## config.mk

```make
export PLATFORM = sky130hd
export DESIGN_NAME = climate_actuator_hysteresis_control_core
export DESIGN_NICKNAME = d
export VERILOG_FILES = /design/src/rtl/chac_pkg.sv /design/src/rtl/climate_actuator_hysteresis_control.sv /design/src/rtl/chac_cfg.sv /design/src/rtl/chac_ctrl.sv /design/src/rtl/chac_emit.sv
export SDC_FILE = /design/constraint.sdc
export NUM_CORES = 1
export LEC_CHECK = 0
export BUFFER_PORTS_ARGS = -buffer_cell sky130_fd_sc_hd__buf_4
export CAP_MARGIN = 40
export CORE_ASPECT_RATIO = 1.25
export CORE_UTILIZATION = 25
export DETAILED_ROUTE_END_ITERATION = 8
export PLACE_DENSITY = 0.44
export SLEW_MARGIN = 40
export SYNTH_ARGS = -nofsm -noshare
export SYNTH_HDL_FRONTEND = slang
export SYNTH_SLANG_ARGS = --single-unit
```

## constraint.sdc

```tcl
create_clock -name clk -period 5.7 [get_ports clk]
set_clock_uncertainty 0.1 [all_clocks]
set_input_delay 1.14 -clock clk [delete_from_list [all_inputs] [get_ports clk]]
set_output_delay 1.14 -clock clk [all_outputs]
set_load 0.01 [all_outputs]
```

## src/rtl/chac_pkg.sv

```systemverilog
// Shared types, constants and the band decision function for the climate
// actuator hysteresis control core. No dependencies.

package chac_pkg;

  localparam int NUM_ACT = 4;
  localparam int ACT_W   = 2;
  localparam int TEMP_W  = 12;
  localparam int HUM_W   = 10;
  localparam int CO2_W   = 14;
  localparam int LUX_W   = 16;
  localparam int BAND_W  = 14;
  localparam int CFG_IDX_W  = 3;
  localparam int CFG_DATA_W = 14;
  localparam int IN_DATA_W  = 64;
  localparam int IN_USER_W  = 2;
  localparam int OUT_DATA_W = 8;

  localparam logic [ACT_W-1:0] ACT_FAN    = 2'd0;
  localparam logic [ACT_W-1:0] ACT_HEATER = 2'd1;
  localparam logic [ACT_W-1:0] ACT_HUMID  = 2'd2;
  localparam logic [ACT_W-1:0] ACT_LIGHT  = 2'd3;

  localparam logic signed [BAND_W-1:0] TEMP_HYST = 14'sd5;
  localparam logic signed [BAND_W-1:0] HUM_HYST  = 14'sd20;
  localparam logic [CO2_W:0]           CO2_BAND  = 15'd100;
  localparam logic [LUX_W-1:0]         LUX_DARK  = 16'd50;

  localparam logic signed [TEMP_W-1:0] TEMP_MIN_RST = 12'sd230;
  localparam logic signed [TEMP_W-1:0] TEMP_OPT_RST = 12'sd255;
  localparam logic signed [TEMP_W-1:0] TEMP_MAX_RST = 12'sd280;
  localparam logic [HUM_W-1:0]         HUM_MIN_RST  = 10'd700;
  localparam logic [HUM_W-1:0]         HUM_OPT_RST  = 10'd775;
  localparam logic [HUM_W-1:0]         HUM_MAX_RST  = 10'd850;
  localparam logic [CO2_W-1:0]         CO2_OPT_RST  = 14'd500;
  localparam logic [CO2_W-1:0]         CO2_MAX_RST  = 14'd1000;

  typedef enum logic [1:0] {
    REQ_SENSOR = 2'd0,
    REQ_MODE   = 2'd1,
    REQ_MANUAL = 2'd2
  } req_t;

  typedef enum logic [CFG_IDX_W-1:0] {
    CFG_TEMP_MIN = 3'd0,
    CFG_TEMP_OPT = 3'd1,
    CFG_TEMP_MAX = 3'd2,
    CFG_HUM_MIN  = 3'd3,
    CFG_HUM_OPT  = 3'd4,
    CFG_HUM_MAX  = 3'd5,
    CFG_CO2_OPT  = 3'd6,
    CFG_CO2_MAX  = 3'd7
  } cfg_idx_t;

  typedef struct packed {
    logic signed [TEMP_W-1:0] temp_min;
    logic signed [TEMP_W-1:0] temp_opt;
    logic signed [TEMP_W-1:0] temp_max;
    logic [HUM_W-1:0]         hum_min;
    logic [HUM_W-1:0]         hum_opt;
    logic [HUM_W-1:0]         hum_max;
    logic [CO2_W-1:0]         co2_opt;
    logic [CO2_W-1:0]         co2_max;
  } cfg_t;

  typedef struct packed {
    logic [1:0]               req_type;
    logic [ACT_W-1:0]         actuator;
    logic                     command_value;
    logic signed [TEMP_W-1:0] temp_tenths;
    logic                     temp_valid;
    logic [HUM_W-1:0]         hum_tenths;
    logic                     hum_valid;
    logic [CO2_W-1:0]         co2_ppm;
    logic [LUX_W-1:0]         lux_level;
    logic                     lux_valid;
  } in_item_t;

  typedef struct packed {
    logic [NUM_ACT-1:0] old_st;
    logic [NUM_ACT-1:0] new_st;
    logic               by_auto;
  } ev_t;

  function automatic logic band_on(
    input logic                     was_on,
    input logic signed [BAND_W-1:0] x,
    input logic signed [BAND_W-1:0] lo,
    input logic signed [BAND_W-1:0] opt,
    input logic signed [BAND_W-1:0] hi,
    input logic signed [BAND_W-1:0] hyst
  );
    logic res;
    if (x < lo) begin
      res = 1'b1;
    end else if (x > hi) begin
      res = 1'b0;
    end else if (!was_on && (x < opt - hyst)) begin
      res = 1'b1;
    end else if (was_on && (x > opt + hyst)) begin
      res = 1'b0;
    end else begin
      res = was_on;
    end
    return res;
  endfunction

endpackage

```

## src/rtl/climate_actuator_hysteresis_control.sv

```systemverilog
// Top level of the climate actuator hysteresis control core.
// Depends on chac_pkg, chac_cfg, chac_ctrl and chac_emit.

module climate_actuator_hysteresis_control_core
  import chac_pkg::*;
(
  input  logic                  clk,
  input  logic                  rst_n,
  // Configuration write: cfg_index selects the threshold, cfg_data low bits hold it.
  input  logic                  cfg_valid,
  output logic                  cfg_ready,
  input  logic [CFG_IDX_W-1:0]  cfg_index,
  input  logic [CFG_DATA_W-1:0] cfg_data,
  // in_tdata from bit 0: actuator[1:0], command_value[2], temp_tenths[14:3],
  // temp_valid[15], hum_tenths[25:16], hum_valid[26], co2_ppm[40:27],
  // lux_level[56:41], lux_valid[57], zero[63:58].
  input  logic                  in_tvalid,
  output logic                  in_tready,
  input  logic [IN_DATA_W-1:0]  in_tdata,
  // in_tuser: req_type[1:0].
  input  logic [IN_USER_W-1:0]  in_tuser,
  output logic                  out_tvalid,
  input  logic                  out_tready,
  // out_tdata from bit 0: which_actuator[1:0], switched_on[2], by_auto[3],
  // all_states[7:4].
  output logic [OUT_DATA_W-1:0] out_tdata,
  output logic                  out_tlast
);

  // Each input transaction enters a decision register and is evaluated there
  // combinationally against the actuator and mode state. An input causes zero
  // to four output transactions (fan, heater, humidifier, light order), which
  // leave the event register one per cycle while the output is ready. The first
  // result is presented once the input has passed the decision register and
  // then the event register. While an input that causes more than one change
  // drains, further input is held back, so a transaction per cycle is sustained
  // only while each input causes at most one change and the output is ready.
  // Output stalls hold back the input as well. No clearing pass follows reset.
  // Configuration writes are always accepted and take effect on the next cycle.

  cfg_t     cfg;
  in_item_t item;
  ev_t      ev;
  logic     ev_valid;
  logic     ev_ready;

  assign cfg_ready = 1'b1;

  always_comb begin
    item.req_type      = in_tuser;
    item.actuator      = in_tdata[1:0];
    item.command_value = in_tdata[2];
    item.temp_tenths   = $signed(in_tdata[14:3]);
    item.temp_valid    = in_tdata[15];
    item.hum_tenths    = in_tdata[25:16];
    item.hum_valid     = in_tdata[26];
    item.co2_ppm       = in_tdata[40:27];
    item.lux_level     = in_tdata[56:41];
    item.lux_valid     = in_tdata[57];
  end

  chac_cfg u_cfg (
    .clk      (clk),
    .rst_n    (rst_n),
    .wr_en    (cfg_valid && cfg_ready),
    .wr_index (cfg_index),
    .wr_data  (cfg_data),
    .cfg      (cfg)
  );

  chac_ctrl u_ctrl (
    .clk        (clk),
    .rst_n      (rst_n),
    .cfg        (cfg),
    .item_valid (in_tvalid),
    .item_ready (in_tready),
    .item       (item),
    .ev_valid   (ev_valid),
    .ev_ready   (ev_ready),
    .ev         (ev)
  );

  chac_emit u_emit (
    .clk        (clk),
    .rst_n      (rst_n),
    .ev_valid   (ev_valid),
    .ev_ready   (ev_ready),
    .ev         (ev),
    .out_tvalid (out_tvalid),
    .out_tready (out_tready),
    .out_tdata  (out_tdata),
    .out_tlast  (out_tlast)
  );

endmodule

```

## src/rtl/chac_cfg.sv

```systemverilog
// Threshold register file written through the configuration channel.
// Depends on chac_pkg.

module chac_cfg
  import chac_pkg::*;
(
  input  logic                  clk,
  input  logic                  rst_n,
  input  logic                  wr_en,
  input  logic [CFG_IDX_W-1:0]  wr_index,
  input  logic [CFG_DATA_W-1:0] wr_data,
  output cfg_t                  cfg
);

  cfg_t cfg_r;
  cfg_t cfg_nxt;

  always_comb begin
    cfg_nxt = cfg_r;
    if (wr_en) begin
      unique case (cfg_idx_t'(wr_index))
        CFG_TEMP_MIN: cfg_nxt.temp_min = $signed(wr_data[TEMP_W-1:0]);
        CFG_TEMP_OPT: cfg_nxt.temp_opt = $signed(wr_data[TEMP_W-1:0]);
        CFG_TEMP_MAX: cfg_nxt.temp_max = $signed(wr_data[TEMP_W-1:0]);
        CFG_HUM_MIN:  cfg_nxt.hum_min  = wr_data[HUM_W-1:0];
        CFG_HUM_OPT:  cfg_nxt.hum_opt  = wr_data[HUM_W-1:0];
        CFG_HUM_MAX:  cfg_nxt.hum_max  = wr_data[HUM_W-1:0];
        CFG_CO2_OPT:  cfg_nxt.co2_opt  = wr_data[CO2_W-1:0];
        CFG_CO2_MAX:  cfg_nxt.co2_max  = wr_data[CO2_W-1:0];
        default:      cfg_nxt = cfg_r;
      endcase
    end
  end

  always_ff @(posedge clk) begin
    if (!rst_n) begin
      cfg_r.temp_min <= TEMP_MIN_RST;
      cfg_r.temp_opt <= TEMP_OPT_RST;
      cfg_r.temp_max <= TEMP_MAX_RST;
      cfg_r.hum_min  <= HUM_MIN_RST;
      cfg_r.hum_opt  <= HUM_OPT_RST;
      cfg_r.hum_max  <= HUM_MAX_RST;
      cfg_r.co2_opt  <= CO2_OPT_RST;
      cfg_r.co2_max  <= CO2_MAX_RST;
    end else begin
      cfg_r <= cfg_nxt;
    end
  end

  assign cfg = cfg_r;

endmodule

```

## src/rtl/chac_ctrl.sv

```systemverilog
// Input register, actuator and mode state, and the on/off decision logic.
// Hands one event record per transaction to the emitter. Depends on chac_pkg.

module chac_ctrl
  import chac_pkg::*;
(
  input  logic     clk,
  input  logic     rst_n,
  input  cfg_t     cfg,
  input  logic     item_valid,
  output logic     item_ready,
  input  in_item_t item,
  output logic     ev_valid,
  input  logic     ev_ready,
  output ev_t      ev
);

  logic               s1_valid_r;
  logic               s1_valid_nxt;
  in_item_t           s1_item_r;
  logic [NUM_ACT-1:0] act_on_r;
  logic [NUM_ACT-1:0] act_on_nxt;
  logic [NUM_ACT-1:0] auto_mode_r;
  logic [NUM_ACT-1:0] auto_mode_nxt;
  logic               commit;
  logic [NUM_ACT-1:0] need;
  logic [NUM_ACT-1:0] new_st;
  logic               fan_co2;
  logic               fan_temp;
  logic               fan_hum;
  logic signed [BAND_W-1:0] temp_x;
  logic signed [BAND_W-1:0] tmin_x;
  logic signed [BAND_W-1:0] topt_x;
  logic signed [BAND_W-1:0] tmax_x;
  logic signed [BAND_W-1:0] hum_x;
  logic signed [BAND_W-1:0] hmin_x;
  logic signed [BAND_W-1:0] hopt_x;
  logic signed [BAND_W-1:0] hmax_x;

  assign item_ready = !s1_valid_r || ev_ready;
  assign commit     = s1_valid_r && ev_ready;
  assign ev_valid   = s1_valid_r;

  always_comb begin
    temp_x = $signed({{(BAND_W-TEMP_W){s1_item_r.temp_tenths[TEMP_W-1]}},
                      s1_item_r.temp_tenths});
    tmin_x = $signed({{(BAND_W-TEMP_W){cfg.temp_min[TEMP_W-1]}}, cfg.temp_min});
    topt_x = $signed({{(BAND_W-TEMP_W){cfg.temp_opt[TEMP_W-1]}}, cfg.temp_opt});
    tmax_x = $signed({{(BAND_W-TEMP_W){cfg.temp_max[TEMP_W-1]}}, cfg.temp_max});
    hum_x  = $signed({{(BAND_W-HUM_W){1'b0}}, s1_item_r.hum_tenths});
    hmin_x = $signed({{(BAND_W-HUM_W){1'b0}}, cfg.hum_min});
    hopt_x = $signed({{(BAND_W-HUM_W){1'b0}}, cfg.hum_opt});
    hmax_x = $signed({{(BAND_W-HUM_W){1'b0}}, cfg.hum_max});

    fan_co2  = (s1_item_r.co2_ppm != '0) &&
               ((s1_item_r.co2_ppm > cfg.co2_max) ||
                ({1'b0, s1_item_r.co2_ppm} > ({1'b0, cfg.co2_opt} + CO2_BAND)));
    fan_temp = s1_item_r.temp_valid &&
               ((temp_x > tmax_x) || (temp_x > topt_x + TEMP_HYST));
    fan_hum  = s1_item_r.hum_valid &&
               ((hum_x > hmax_x) || (hum_x > hopt_x + HUM_HYST));

    need[ACT_FAN]    = fan_co2 || fan_temp || fan_hum;
    need[ACT_HEATER] = s1_item_r.temp_valid &&
                       band_on(act_on_r[ACT_HEATER], temp_x, tmin_x, topt_x, tmax_x,
                               TEMP_HYST);
    need[ACT_HUMID]  = s1_item_r.hum_valid &&
                       band_on(act_on_r[ACT_HUMID], hum_x, hmin_x, hopt_x, hmax_x,
                               HUM_HYST);
    need[ACT_LIGHT]  = s1_item_r.lux_valid && (s1_item_r.lux_level < LUX_DARK);
  end

  always_comb begin
    new_st        = act_on_r;
    auto_mode_nxt = auto_mode_r;
    unique case (s1_item_r.req_type)
      REQ_SENSOR: begin
        new_st = (need & auto_mode_r) | (act_on_r & ~auto_mode_r);
      end
      REQ_MODE: begin
        auto_mode_nxt[s1_item_r.actuator] = s1_item_r.command_value;
      end
      REQ_MANUAL: begin
        if (!auto_mode_r[s1_item_r.actuator]) begin
          new_st[s1_item_r.actuator] = s1_item_r.command_value;
        end
      end
      default: begin
        new_st = act_on_r;
      end
    endcase
    if (!commit) begin
      auto_mode_nxt = auto_mode_r;
    end
    act_on_nxt = commit ? new_st : act_on_r;
  end

  assign ev.old_st  = act_on_r;
  assign ev.new_st  = new_st;
  assign ev.by_auto = (s1_item_r.req_type == REQ_SENSOR);

  assign s1_valid_nxt = item_ready ? item_valid : s1_valid_r;

  always_ff @(posedge clk) begin
    if (!rst_n) begin
      s1_valid_r  <= 1'b0;
      act_on_r    <= '0;
      auto_mode_r <= '1;
    end else begin
      s1_valid_r  <= s1_valid_nxt;
      act_on_r    <= act_on_nxt;
      auto_mode_r <= auto_mode_nxt;
    end
  end

  always_ff @(posedge clk) begin
    if (item_valid && item_ready) begin
      s1_item_r <= item;
    end
  end

  a_manual_single_change: assert property (@(posedge clk) disable iff (!rst_n)
    (ev_valid && !ev.by_auto) |-> $onehot0(ev.old_st ^ ev.new_st))
    else $error("manual or mode transaction changes more than one actuator");

  a_auto_respects_mode: assert property (@(posedge clk) disable iff (!rst_n)
    (ev_valid && ev.by_auto) |-> (((ev.old_st ^ ev.new_st) & ~auto_mode_r) == '0))
    else $error("automatic control changed an actuator in manual mode");

  a_commit_updates_state: assert property (@(posedge clk) disable iff (!rst_n)
    commit |=> (act_on_r == $past(new_st)))
    else $error("actuator state does not follow committed decision");

endmodule

```

## src/rtl/chac_emit.sv

```systemverilog
// Event register that drains the actuator changes of one transaction, lowest
// actuator first, one output per cycle while out_tready. Depends on chac_pkg.

module chac_emit
  import chac_pkg::*;
(
  input  logic                  clk,
  input  logic                  rst_n,
  input  logic                  ev_valid,
  output logic                  ev_ready,
  input  ev_t                   ev,
  output logic                  out_tvalid,
  input  logic                  out_tready,
  output logic [OUT_DATA_W-1:0] out_tdata,
  output logic                  out_tlast
);

  logic [NUM_ACT-1:0] pend_r;
  logic [NUM_ACT-1:0] pend_nxt;
  logic [NUM_ACT-1:0] old_r;
  logic [NUM_ACT-1:0] new_r;
  logic               by_auto_r;
  logic [ACT_W-1:0]   idx;
  logic [NUM_ACT-1:0] le_mask;
  logic [NUM_ACT-1:0] all_states;
  logic               single;
  logic               load;
  logic               take;

  always_comb begin
    idx = '0;
    for (int i = NUM_ACT - 1; i >= 0; i--) begin
      if (pend_r[i]) begin
        idx = ACT_W'(i);
      end
    end
    for (int j = 0; j < NUM_ACT; j++) begin
      le_mask[j] = (ACT_W'(j) <= idx);
    end
  end

  assign single     = (pend_r != '0) && ((pend_r & (pend_r - NUM_ACT'(1))) == '0);
  assign all_states = (new_r & le_mask) | (old_r & ~le_mask);
  assign out_tvalid = (pend_r != '0);
  assign take       = out_tvalid && out_tready;
  assign ev_ready   = (pend_r == '0) || (out_tready && single);
  assign load       = ev_valid && ev_ready;
  assign out_tdata  = {all_states, by_auto_r, new_r[idx], idx};
  assign out_tlast  = single;

  always_comb begin
    pend_nxt = pend_r;
    if (load) begin
      pend_nxt = ev.old_st ^ ev.new_st;
    end else if (take) begin
      pend_nxt = pend_r & ~(NUM_ACT'(1) << idx);
    end
  end

  always_ff @(posedge clk) begin
    if (!rst_n) begin
      pend_r <= '0;
    end else begin
      pend_r <= pend_nxt;
    end
  end

  always_ff @(posedge clk) begin
    if (load) begin
      old_r     <= ev.old_st;
      new_r     <= ev.new_st;
      by_auto_r <= ev.by_auto;
    end
  end

  a_drain_one_per_transaction: assert property (@(posedge clk) disable iff (!rst_n)
    (take && !load) |=> ($countones(pend_r) == $past($countones(pend_r)) - 1))
    else $error("pending change count did not drop by one");

endmodule
```

Word-level counts from Yosys, hierarchy flattened. Index checks and enable logic that the tools add are counted.

Output and inout bits: 12. Bits in registers: 176.

Shift-type cells: 1. Order comparisons: 18. Reduce and logical (&&, ||, !) cells: 42. Mux-type cells: 24. Bitwise gates (word level): 12. Equality and inequality tests: 9. $add $sub $neg: 6.

Operators with widths (count): 4-bit bitwise AND (6); 2-bit AND reduction (9); 1-bit logical AND (16); 16-bit by 6-bit < comparator with 1-bit output (second input constant) (1); 14-bit by 7-bit adder with 15-bit output (second input constant) (1); 14-bit by 15-bit > comparator with 1-bit output (1); 11-bit by 14-bit > comparator with 1-bit output (1); 14-bit > comparator (1); 11-bit by 14-bit < comparator with 1-bit output (1); 14-bit nonzero test (1); 12-bit by 4-bit adder with 13-bit output (second input constant) (1); 12-bit by 13-bit > comparator with 1-bit output (1); 12-bit by 13-bit < comparator with 1-bit output (1); 12-bit by 4-bit subtractor with 13-bit output (second input constant) (1); 3-bit equality test (second input constant) (4); 12-bit > comparator (1); 12-bit < comparator (1); 4-bit two-way mux (3); 4-bit NOT (3); 10-bit by 5-bit adder with 11-bit output (second input constant) (1); 1-bit two-way mux (11); 10-bit by 5-bit subtractor with 11-bit output (second input constant) (1); 10-bit > comparator (1); 10-bit < comparator (1); 24 further kinds (43).

Depth between registers and ports, before layout. Gate-level depths: netlist of run 1.

Depth after elaboration: 13. Gate-level depth with buffers: 15. Gate-level depth less buffers: 14.

Cells and area by module. From an unflattened synthesis of run 1, not the netlist that was laid out.

Cells, all modules: 1046. Area total of the unflattened synthesis: 10408.7 um^2.

By module, submodules not included: chac_ctrl (area an instance 6027.0 um^2, cells each 629, times used 1); chac_cfg (area an instance 3647.2 um^2, cells each 343, times used 1); chac_emit (area an instance 723.2 um^2, cells each 72, times used 1); climate_actuator_hysteresis_control_core (area an instance 11.3 um^2, cells each 2, times used 1).

Least setup slack after synthesis of run 1. No wires, ideal clock.

Path type: in2reg. Start point: input out_tready. End point: register u_ctrl.s1_item_r (netlist bit u_ctrl.hum_x[0]), enable pin. Buffers on the path: 0. Slack: 1104 ps. Setup time: 483 ps. Arrival time: 4013 ps. Stages on the path: 3. Required time: 5117 ps. Cells stage by stage: a21oi_1 > and2_1 > nor2b_1.

Longest elaborated chain between the ends: 4.

Ends and longest elaborated chain: start, declared (RTL line climate_actuator_hysteresis_control.sv:23) `input logic out_tready,`; 1-bit logical AND (RTL line chac_emit.sv:46) `assign ev_ready = (pend_r == '0) || (out_tready && single);`; 1-bit logical OR (RTL line chac_emit.sv:46); 1-bit logical OR (RTL line chac_ctrl.sv:40) `assign item_ready = !s1_valid_r || ev_ready;`; 1-bit logical AND (RTL line chac_ctrl.sv:117) `if (item_valid && item_ready) begin`; end signal, assigned (RTL line chac_ctrl.sv:118) `s1_item_r <= item;`; end, declared (RTL line chac_ctrl.sv:20) `in_item_t s1_item_r;`.

No other way between the ends. A chain may end at the register's enable or synchronous reset.

Final worst setup path of run 1.
Start point: register u_cfg.cfg_r (netlist bit u_cfg.cfg[73]). End point: register u_emit.pend_r[1].

Longest elaborated chain between the ends: 13. Elaborated cells on any way between the ends: 16.

Ends and longest elaborated chain: start, declared (RTL line chac_cfg.sv:15) `cfg_t cfg_r;`; start signal, assigned (RTL line chac_cfg.sv:46) `cfg_r <= cfg_nxt;`; 12-bit by 4-bit adder with 13-bit output (RTL line chac_pkg.sv:100) `end else if (was_on && (x > opt + hyst)) begin`; 12-bit by 13-bit > comparator with 1-bit output (RTL line chac_pkg.sv:100); 1-bit logical AND (RTL line chac_pkg.sv:100); 1-bit two-way mux (RTL line chac_pkg.sv:100); 1-bit two-way mux (*) (RTL line chac_pkg.sv:98) `end else if (!was_on && (x < opt - hyst)) begin`; 1-bit two-way mux (*) (RTL line chac_pkg.sv:96) `end else if (x > hi) begin`; 1-bit two-way mux (*) (RTL line chac_pkg.sv:94) `if (x < lo) begin`; 1-bit logical AND (*) (RTL line chac_ctrl.sv:64) `need[ACT_HEATER] = s1_item_r.temp_valid &&`; 4-bit bitwise AND (*) (RTL line chac_ctrl.sv:78) `new_st = (need & auto_mode_r) | (act_on_r & ~auto_mode_r);`; 4-bit OR (*) (RTL line chac_ctrl.sv:78); 4-bit case mux with 2 select lines (*) (RTL line chac_ctrl.sv:76) `unique case (s1_item_r.req_type)`; 4-bit XOR (*) (RTL line chac_emit.sv:54) `pend_nxt = ev.old_st ^ ev.new_st;`; 4-bit two-way mux (*) (RTL line chac_emit.sv:53) `if (load) begin`; end signal, assigned (RTL line chac_emit.sv:64) `pend_r <= pend_nxt;`; end, declared (RTL line chac_emit.sv:18) `logic [NUM_ACT-1:0] pend_r;`.

Every way passes the cells marked *; elsewhere a longest branch is shown, timed or not.

==> metrics.cfg, run 1 <==
[status]
status = finished clean

[sta]
tightest_slew_ns = 0.807
rsz0062_at_grt = false
tns_ns = 0
slew-limit-headroom_pct = 44.8
drv_slew = 0
final_hold_viol_count = 0
fin_crit_ns = 3.69
fmax_ghz = 0.271
min_period_over_period_pct = 64.8
setup_violations = 0

[floorplanning]
fp-row-count = 81
ios = 100
die-area_um2 = 40500
die_h_um = 225
die_x_um = 180
core-area_um2 = 39100
initial_core_util_pct = 25.4

[setup_path]
cp.required_ns = 5.94
end_kind = flop
arrival_ns = 3.94
cp_num_buf_inv = 0
worstPathCellList = or4_1, nor2_1, nand2_1, nor4_1, xnor2_1, ha_1, a2111oi_0, o21ai_0, and3_1, nor4_1, a21o_1, a21oi_1, o21a_1
critPathKind = flop to flop
critPathMaxFanout = 10
crit_top_cell = nor4_1
cp_slowest_cell = or4_1
cpPeakStageDelay_ns = 0.59
critical_path.top_delay_family = simple AND/OR/NAND/NOR gates
cp-start-kind = flop

[yosys]
netlist_instances = 1125
synth_area_um2 = 9930
ys_seq_area_share_pct = 41.8
synth_edf_count = 67
synth_seq_cells = 174
ys.flop_type = dfxtp_1
synth_area_per_cell_um2 = 8.82
ys_types = 63
yosys_warnings = 0
async_flop_share_pct = 0
synth_fp_nets = 1330

[layout]
num-fill-cells = 4187
layout.nets = 1391
final_common_cell = nand2_1
stdcell_count = 1697
final_cell_mix = nand2_1 (209), ha_1 (117), dfxtp_1 (107)
final_cell_area_um2 = 11600
diodes = 0
layout-drive-gt1-share_pct = 12.1
area_growth_pct = 17.3

[grt]
grt_pass1_wl_um = 43800
overflow = 0
grt_antenna_before_repair = 0
grt.total_usage_pct = 14.1
grt_max_degree = 56
grt_pass1_vias = 7890

[clocking]
cts_tree = built
cts_resized = 0
htreeDepth = 4
clk_latency_ns = 0.44
cts-hold-fix-buffers = 0
clk_path_buf_depth = 2
cts.sinks = 174
cts_root_buffer = clkbuf_16
path_clk_slew_ns = 0.07
post_cts_buffers = 0
cts_buffers = 17

[placed_design]
placedCellCount = 1665
gp_congestion = 0.815
dp.final_hpwl_um = 20000
io_buffers = 91
dpl_cell_area_um2 = 11100

[power_and_ir_drop]
p_seq_share_pct = 46.9
p_per_area_nw_per_um2 = 260
peakVddDrop_uv = 143
power.switching_mw = 0.865
intPower_mw = 2.17
p_leak_nw = 4.77
swShare_pct = 28.5
p_clk_share_pct = 38.5
pwr-share-comb_pct = 14.6

[drt]
ant_nets = 0
wire_per_inst_um = 16.1
via_per_inst = 4.64
dr.pass1.iters = 6
routed-via-count = 7881
drt_iter0_drc = 433
drc = 0
wl_um = 27300

[hold_path]
hold_path_class = flop to flop

[job]
drv_cap = 0

==> per-stage QoR <==
stage	setup slack (ns)	utilization (%)	hold slack [ns]	total power, mW
detailed placement	2.01	28.3	0.347	1.90
finish	2.01	29.8	0.356	3.03
global route	1.61	29.8	0.374	3.19
floorplan	1.10	-	0.332	1.71
CTS	1.99	29.8	0.356	3.08
global placement	2.04	28.2	0.344	1.89
==> logic make-up (layout without fill, tap and decap cells) <==
kind of cell | count (synthesis) | after routing | share of synthesized area [%]
other cells | 1 | 1 | 0.0378
mux | 9 | 9 | 0.945
flops | 174 | 174 | 41.8
compound gates | 239 | 239 | 14.9
simple gates | 400 | 400 | 17.9
fa+ha+maj | 118 | 118 | 14.8
xor+xnor | 44 | 44 | 3.88
buf+inv | 140 | 214 | 5.60
==> power groups by stage <==
| stage | logic (mW) | clock network [mW] | registers, mW |
|---|---|---|---|
| global route | 0.509 | 1.25 | 1.43 |
| global placement | 0.442 | 0 | 1.45 |
| CTS | 0.451 | 1.21 | 1.42 |
| finish | 0.443 | 1.17 | 1.42 |
| detailed placement | 0.448 | 0 | 1.45 |
| floorplan | 0.299 | 0 | 1.41 |
==> worst reg2reg max path, delay by kind of cell (launching register included) <==
kind	cells	cell delay (ns)
AOI/OAI and AO/OA	5	1.01
xor gates and xnor gates	1	0.19
adders and majority gates	1	0.28
DFF	1	0.42
and+or+nand+nor	6	1.61
==> per-layer routing <==
layer / up-vias / wire (µm) / global-route usage, %
met5: - / 0 / 0
met4: 0 / 360 / 3.86
met3: 17 / 707 / 2.54
met2: 101 / 13500 / 24.4
met1: 3698 / 12700 / 17.8
li1: 4065 / - / -
==> sequential cells by signal, summed over array words and instances (netlist names) <==
signal and count:
u_cfg.cfg 94, u_ctrl.act_on_r 4, u_ctrl.auto_mode_r 4, u_ctrl.ev_valid 1, u_ctrl.hum_x 10, u_ctrl.s1_item_r 49
u_emit.by_auto_r 1, u_emit.new_r 4, u_emit.old_r 3, u_emit.pend_r 4
==> final cells by class <==
type                            count  area (µm²)  share of cell area (%)
Multi-Input combinational cell    811        5250                    45.1
Sequential cell                   174        4150                    35.7
Timing Repair Buffer               96         721                    6.19
Tap cell                          498         623                    5.35
Clock buffer                       17         425                    3.65
Inverter                           86         323                    2.77
Clock inverter                     15         153                    1.31
==> cell usage after synthesis, types with 9 or more instances <==
| master | count | area share, % |
|---|---|---|
| a21oi_1 | 100 | 5.0 |
| ha_1 | 117 | 15 |
| o211ai_1 | 35 | 2.6 |
| xnor2_1 | 21 | 1.9 |
| clkbuf_1 | 36 | 1.4 |
| clkbuf_2 | 10 | 0.50 |
| dfxtp_1 | 107 | 22 |
| nor2_1 | 60 | 2.3 |
| nand4_1 | 17 | 1.1 |
| nand2b_1 | 10 | 0.63 |
| nand3_1 | 43 | 2.2 |
| nand2_1 | 209 | 7.9 |
| a211oi_1 | 9 | 0.68 |
| nor2b_1 | 10 | 0.63 |
| nor3_1 | 15 | 0.76 |
| edfxtp_1 | 67 | 20 |
| nor4_1 | 14 | 0.88 |
| a21o_1 | 12 | 0.91 |
| xor2_1 | 23 | 2.0 |
| inv_1 | 83 | 3.1 |
| o21ai_0 | 34 | 1.7 |
==> worst paths after layout <==
check                              startpoint          endpoint  slack [ns]  cells after the start
worst max-delay path            u_cfg.cfg[73]  u_emit.pend_r[1]        2.01                     13
worst min-delay path            u_cfg.cfg[60]     u_cfg.cfg[60]        0.36                      2
worst max register to register  u_cfg.cfg[73]  u_emit.pend_r[1]        2.01                     13
worst min register to register  u_cfg.cfg[60]     u_cfg.cfg[60]        0.36                      2
(Power assumes the default switching activity.)
==> run 2: changes to the inputs <==
--- a/config.mk
+++ b/config.mk
@@ -5,12 +5,13 @@
 export SDC_FILE = /design/constraint.sdc
 export NUM_CORES = 1
 export LEC_CHECK = 0
+export ABC_AREA = 1
 export BUFFER_PORTS_ARGS = -buffer_cell sky130_fd_sc_hd__buf_4
 export CAP_MARGIN = 40
 export CORE_ASPECT_RATIO = 1.25
 export CORE_UTILIZATION = 25
 export DETAILED_ROUTE_END_ITERATION = 8
-export PLACE_DENSITY = 0.44
+export PLACE_DENSITY = 0.46
 export SLEW_MARGIN = 40
 export SYNTH_ARGS = -nofsm -noshare
 export SYNTH_HDL_FRONTEND = slang
==> constraint.sdc (replaced) <==
create_clock -name clk -period 3.3 [get_ports clk]
set_clock_uncertainty 0.1 [all_clocks]
set_input_delay 0.66 -clock clk [delete_from_list [all_inputs] [get_ports clk]]
set_output_delay 0.66 -clock clk [all_outputs]
set_load 0.01 [all_outputs]
==> run 2 against run 1 <==
Compared with the run above: the run now ends with design-rule violations left; core utilization increased by 1.5 points; register-to-register slack lost 1.8 ns; die area decreased by 0.75%; critical path depth up 12; clock-buffer cell count increased by 2; worst setup slack worse by 1.8 ns; wire length down 6.4%; non-clock buffer count is 27 higher; first-iteration DRC count fell by 23%; critical path type unchanged.
==> metrics.cfg, run 2 <==
[status]
status = complete, but fails checks
violations = design-rule violations

[yosys]
ys.flop_type = dfxtp_1
synth_largest_type_area_fraction_pct = 21.7  ; +0.16 points
ys_top_cells_by_area = dfxtp_1 (22%), edfxtp_1 (20%), ha_1 (15%)
ys_types = 45  ; -29%
post-synth-top-count-cell = nand2_1
synth_area_per_cell_um2 = 8.40  ; -4.8%
yosys_warnings = 0  ; unchanged
netlist_instances = 1173  ; +4.3%
synth_commonest_cells = nand2_1 (202), inv_1 (161), ha_1 (117)
synth_area_leader_cell = dfxtp_1
ys_seq_area_share_pct = 42.2  ; +0.32 points
synth_area_um2 = 9850  ; -0.76%
async_flop_share_pct = 0  ; unchanged
synth_seq_cells = 174  ; unchanged
synth_edf_count = 67  ; unchanged
synth_fp_nets = 1378  ; +3.6%

[job]
drv_cap = 0  ; unchanged

[power_and_ir_drop]
p_seq_share_pct = 43.1  ; -3.8 points
peakVddDrop_uv = 370  ; +160%
p_per_area_nw_per_um2 = 510  ; +96%
p_leak_nw = 5.34  ; +12%
pwr-share-comb_pct = 24.6  ; +10 points
power.switching_mw = 2.01  ; +130%
intPower_mw = 4.13  ; +91%
p_clk_share_pct = 32.3  ; -6.2 points
swShare_pct = 32.7  ; +4.2 points

[sta]
rsz0062_at_grt = true
fmax_ghz = 0.322  ; +19%
final_hold_viol_count = 0  ; unchanged
fin_crit_ns = 3.11  ; -0.586 ns
slew-limit-headroom_pct = 55.9  ; +11 points
tightest_slew_ns = 0.662  ; -0.145 ns
drv_slew = 0  ; unchanged
setup_violations = 0  ; unchanged
finalWorstSetupSlack_ns = 0.193  ; -1.81 ns
min_period_over_period_pct = 94.2  ; +29 points

[setup_path]
arrival_ns = 3.32  ; -0.62 ns
critPathKind = flop to flop
critical_path.top_delay_family = simple AND/OR/NAND/NOR gates
cp_slowest_cell = dfxtp_4
cp.required_ns = 3.51  ; -2.43 ns
cpPeakStageDelay_ns = 0.36  ; -0.23 ns
cp_num_buf_inv = 1  ; +1
cp-start-kind = flop
end_kind = flop
critPathMaxFanout = 4  ; -6
crit_top_cell = nand2_1

[placed_design]
dp_slack_ns = -0.00746  ; -2.02 ns
placedCellCount = 1760  ; +5.7%
io_buffers = 91  ; unchanged
gp_congestion = 0.788  ; -3.3%
dp.final_hpwl_um = 19600  ; -2.0%

[drt]
dr.pass1.iters = 9  ; +3
via_per_inst = 4.47  ; -3.8%
routed-via-count = 8007  ; +1.6%
drt_iter0_drc = 333  ; -23%
wl_um = 25500  ; -6.4%
ant_nets = 0  ; unchanged
drc = 3  ; +3
wire_per_inst_um = 14.2  ; -11%

[clocking]
clk_latency_ns = 0.44  ; about the same
htreeDepth = 4  ; unchanged
clk_path_buf_depth = 2  ; unchanged
cts-hold-fix-buffers = 0  ; unchanged
path_clk_slew_ns = 0.07  ; about the same
cts_buffers = 17  ; unchanged
cts_tree = built
cts.sinks = 174  ; unchanged
cts_root_buffer = clkbuf_16

[grt]
grt_pass1_wl_um = 40100  ; -8.5%
grt_antenna_before_repair = 0  ; unchanged
grt_pass1_vias = 7605  ; -3.6%
overflow = 0  ; unchanged
grt_max_degree = 47  ; -16%
grt.total_usage_pct = 13.0  ; -1.1 points

[floorplanning]
die_x_um = 180  ; -0.37%
initial_core_util_pct = 25.6  ; +0.19 points
die-area_um2 = 40200  ; -0.75%
core-area_um2 = 38500  ; -1.5%
die_h_um = 224  ; -0.38%
ios = 100  ; unchanged
fp-row-count = 80  ; -1.2%

[layout]
largest_register_ffs = 94  ; unchanged
seq_area_um2 = 4170  ; +0.27%
final_common_cell = nand2_1
diodes = 0  ; unchanged
multiInputGateArea_um2 = 5140  ; -2.1%
stdcell_count = 1792  ; +5.6%
num-fill-cells = 4090  ; -2.3%
layout.nets = 1492  ; +7.3%
area_growth_pct = 22.2
final_cell_mix = nand2_1 (197), inv_1 (159), buf_4 (123)
layout-drive-gt1-share_pct = 16.1  ; +4.0 points

[hold_path]
hold_path_class = input pin to flop

[run 2: cell count changes after synthesis, moves of 10 or more]
cell      before  now
nor2_1        60   86
xnor2_1       21    7
nand3_1       43   53
a21o_1        12    0
clkbuf_1      36   24
inv_1         83  161
o21ai_0       34   90
nand2b_1      10    0
[run 2: kinds of logic after synthesis]
group / after synthesis / synth area share [%]
other: 1 / 0.0381
and+or+nand+nor: 387 / 16.9
DFF: 174 / 42.2
xor gates and xnor gates: 38 / 3.38
buffers and inverters: 194 / 7.54
adders and majority gates: 117 / 14.9
AOI/OAI and AO/OA: 262 / 15.1
[run 2: power by group through the flow]
stage	clock [mW]	sequential (mW)	combinational, mW
finish	1.98	2.65	1.51
global route	2.13	2.67	1.73
CTS	2.06	2.65	1.51
detailed placement	0	2.70	1.50
global placement	0	2.70	1.49
floorplan	0	2.62	0.987
[run 2: cell type report]
class                   instances  area share (%)
flip-flops and latches        174            34.6
inverters                     166            5.24
well taps                     492            5.11
clock buffers                  19            3.60
clock inverters                13            1.07
repair buffers                123            7.67
multi-input cells             805            42.7
[run 2: routing by layer]
metal | share of wire [%] | wire length [µm] | vias up | global-route usage (%)
li1 | - | - | 4216 | -
met1 | 46 | 11800 | 3679 | 15.6
met2 | 49 | 12600 | 87 | 22.9
met3 | 2.1 | 545 | 25 | 2.32
met4 | 2.3 | 583 | 0 | 5.09
met5 | 0 | 0 | - | 0
[run 2: per-stage QoR]
stage | TNS [ns] | instance area (µm²) | util, % | hold slack, ns | total power [mW]
3_3_place_gp | 0 | 11300 | 29.3 | 0.350 | 4.18
6_report | 0 | 12000 | 31.2 | 0.286 | 6.14
5_1_grt | -0.145 | 12000 | 31.2 | 0.252 | 6.54
3_5_place_dp | -0.00746 | 11300 | 29.3 | 0.351 | 4.20
4_1_cts | 0 | 11800 | 30.7 | 0.252 | 6.22
2_1_floorplan | 0 | 9860 | - | 0.335 | 3.61
[run 2: worst register-to-register path, cell delays in order, from the launching register on]
cell     delay, ns
dfxtp_4       0.36
inv_4         0.08
ha_4          0.13
or2_4         0.12
nand3_4       0.07
nor3_4        0.13
nor3b_4       0.28
xor2_2        0.10
ha_1          0.30
nand2_1       0.05
nor2_1        0.13
nand2_1       0.10
nor2_1        0.11
nand2_1       0.07
nand3_1       0.10
nand3_2       0.10
nand3_2       0.07
nand2_1       0.05
nand2_1       0.05
nand2_1       0.06
nand2_2       0.08
nand2_2       0.07
nand2_1       0.06
nand3_1       0.07
nand2_1       0.10
a21oi_2       0.05
[run 2: path summary, 6_finish.rpt]
| kind | cells after the start | end | startpoint | slack (ns) |
|---|---|---|---|---|
| max | 25 | u_emit.pend_r[1] | u_cfg.cfg[70] | 0.19 |
| min | 1 | u_ctrl.s1_item_r[55] | in_tdata[2] | 0.29 |
| max reg2reg | 25 | u_emit.pend_r[1] | u_cfg.cfg[70] | 0.19 |
| min reg2reg | 2 | u_cfg.cfg[85] | u_cfg.cfg[85] | 0.36 |
[run 2: repair_timing]
action,CTS,global route
pin swaps,0,15
buffers inserted,0,1
setup endpoints to repair,1,8
gates resized for setup,1,54
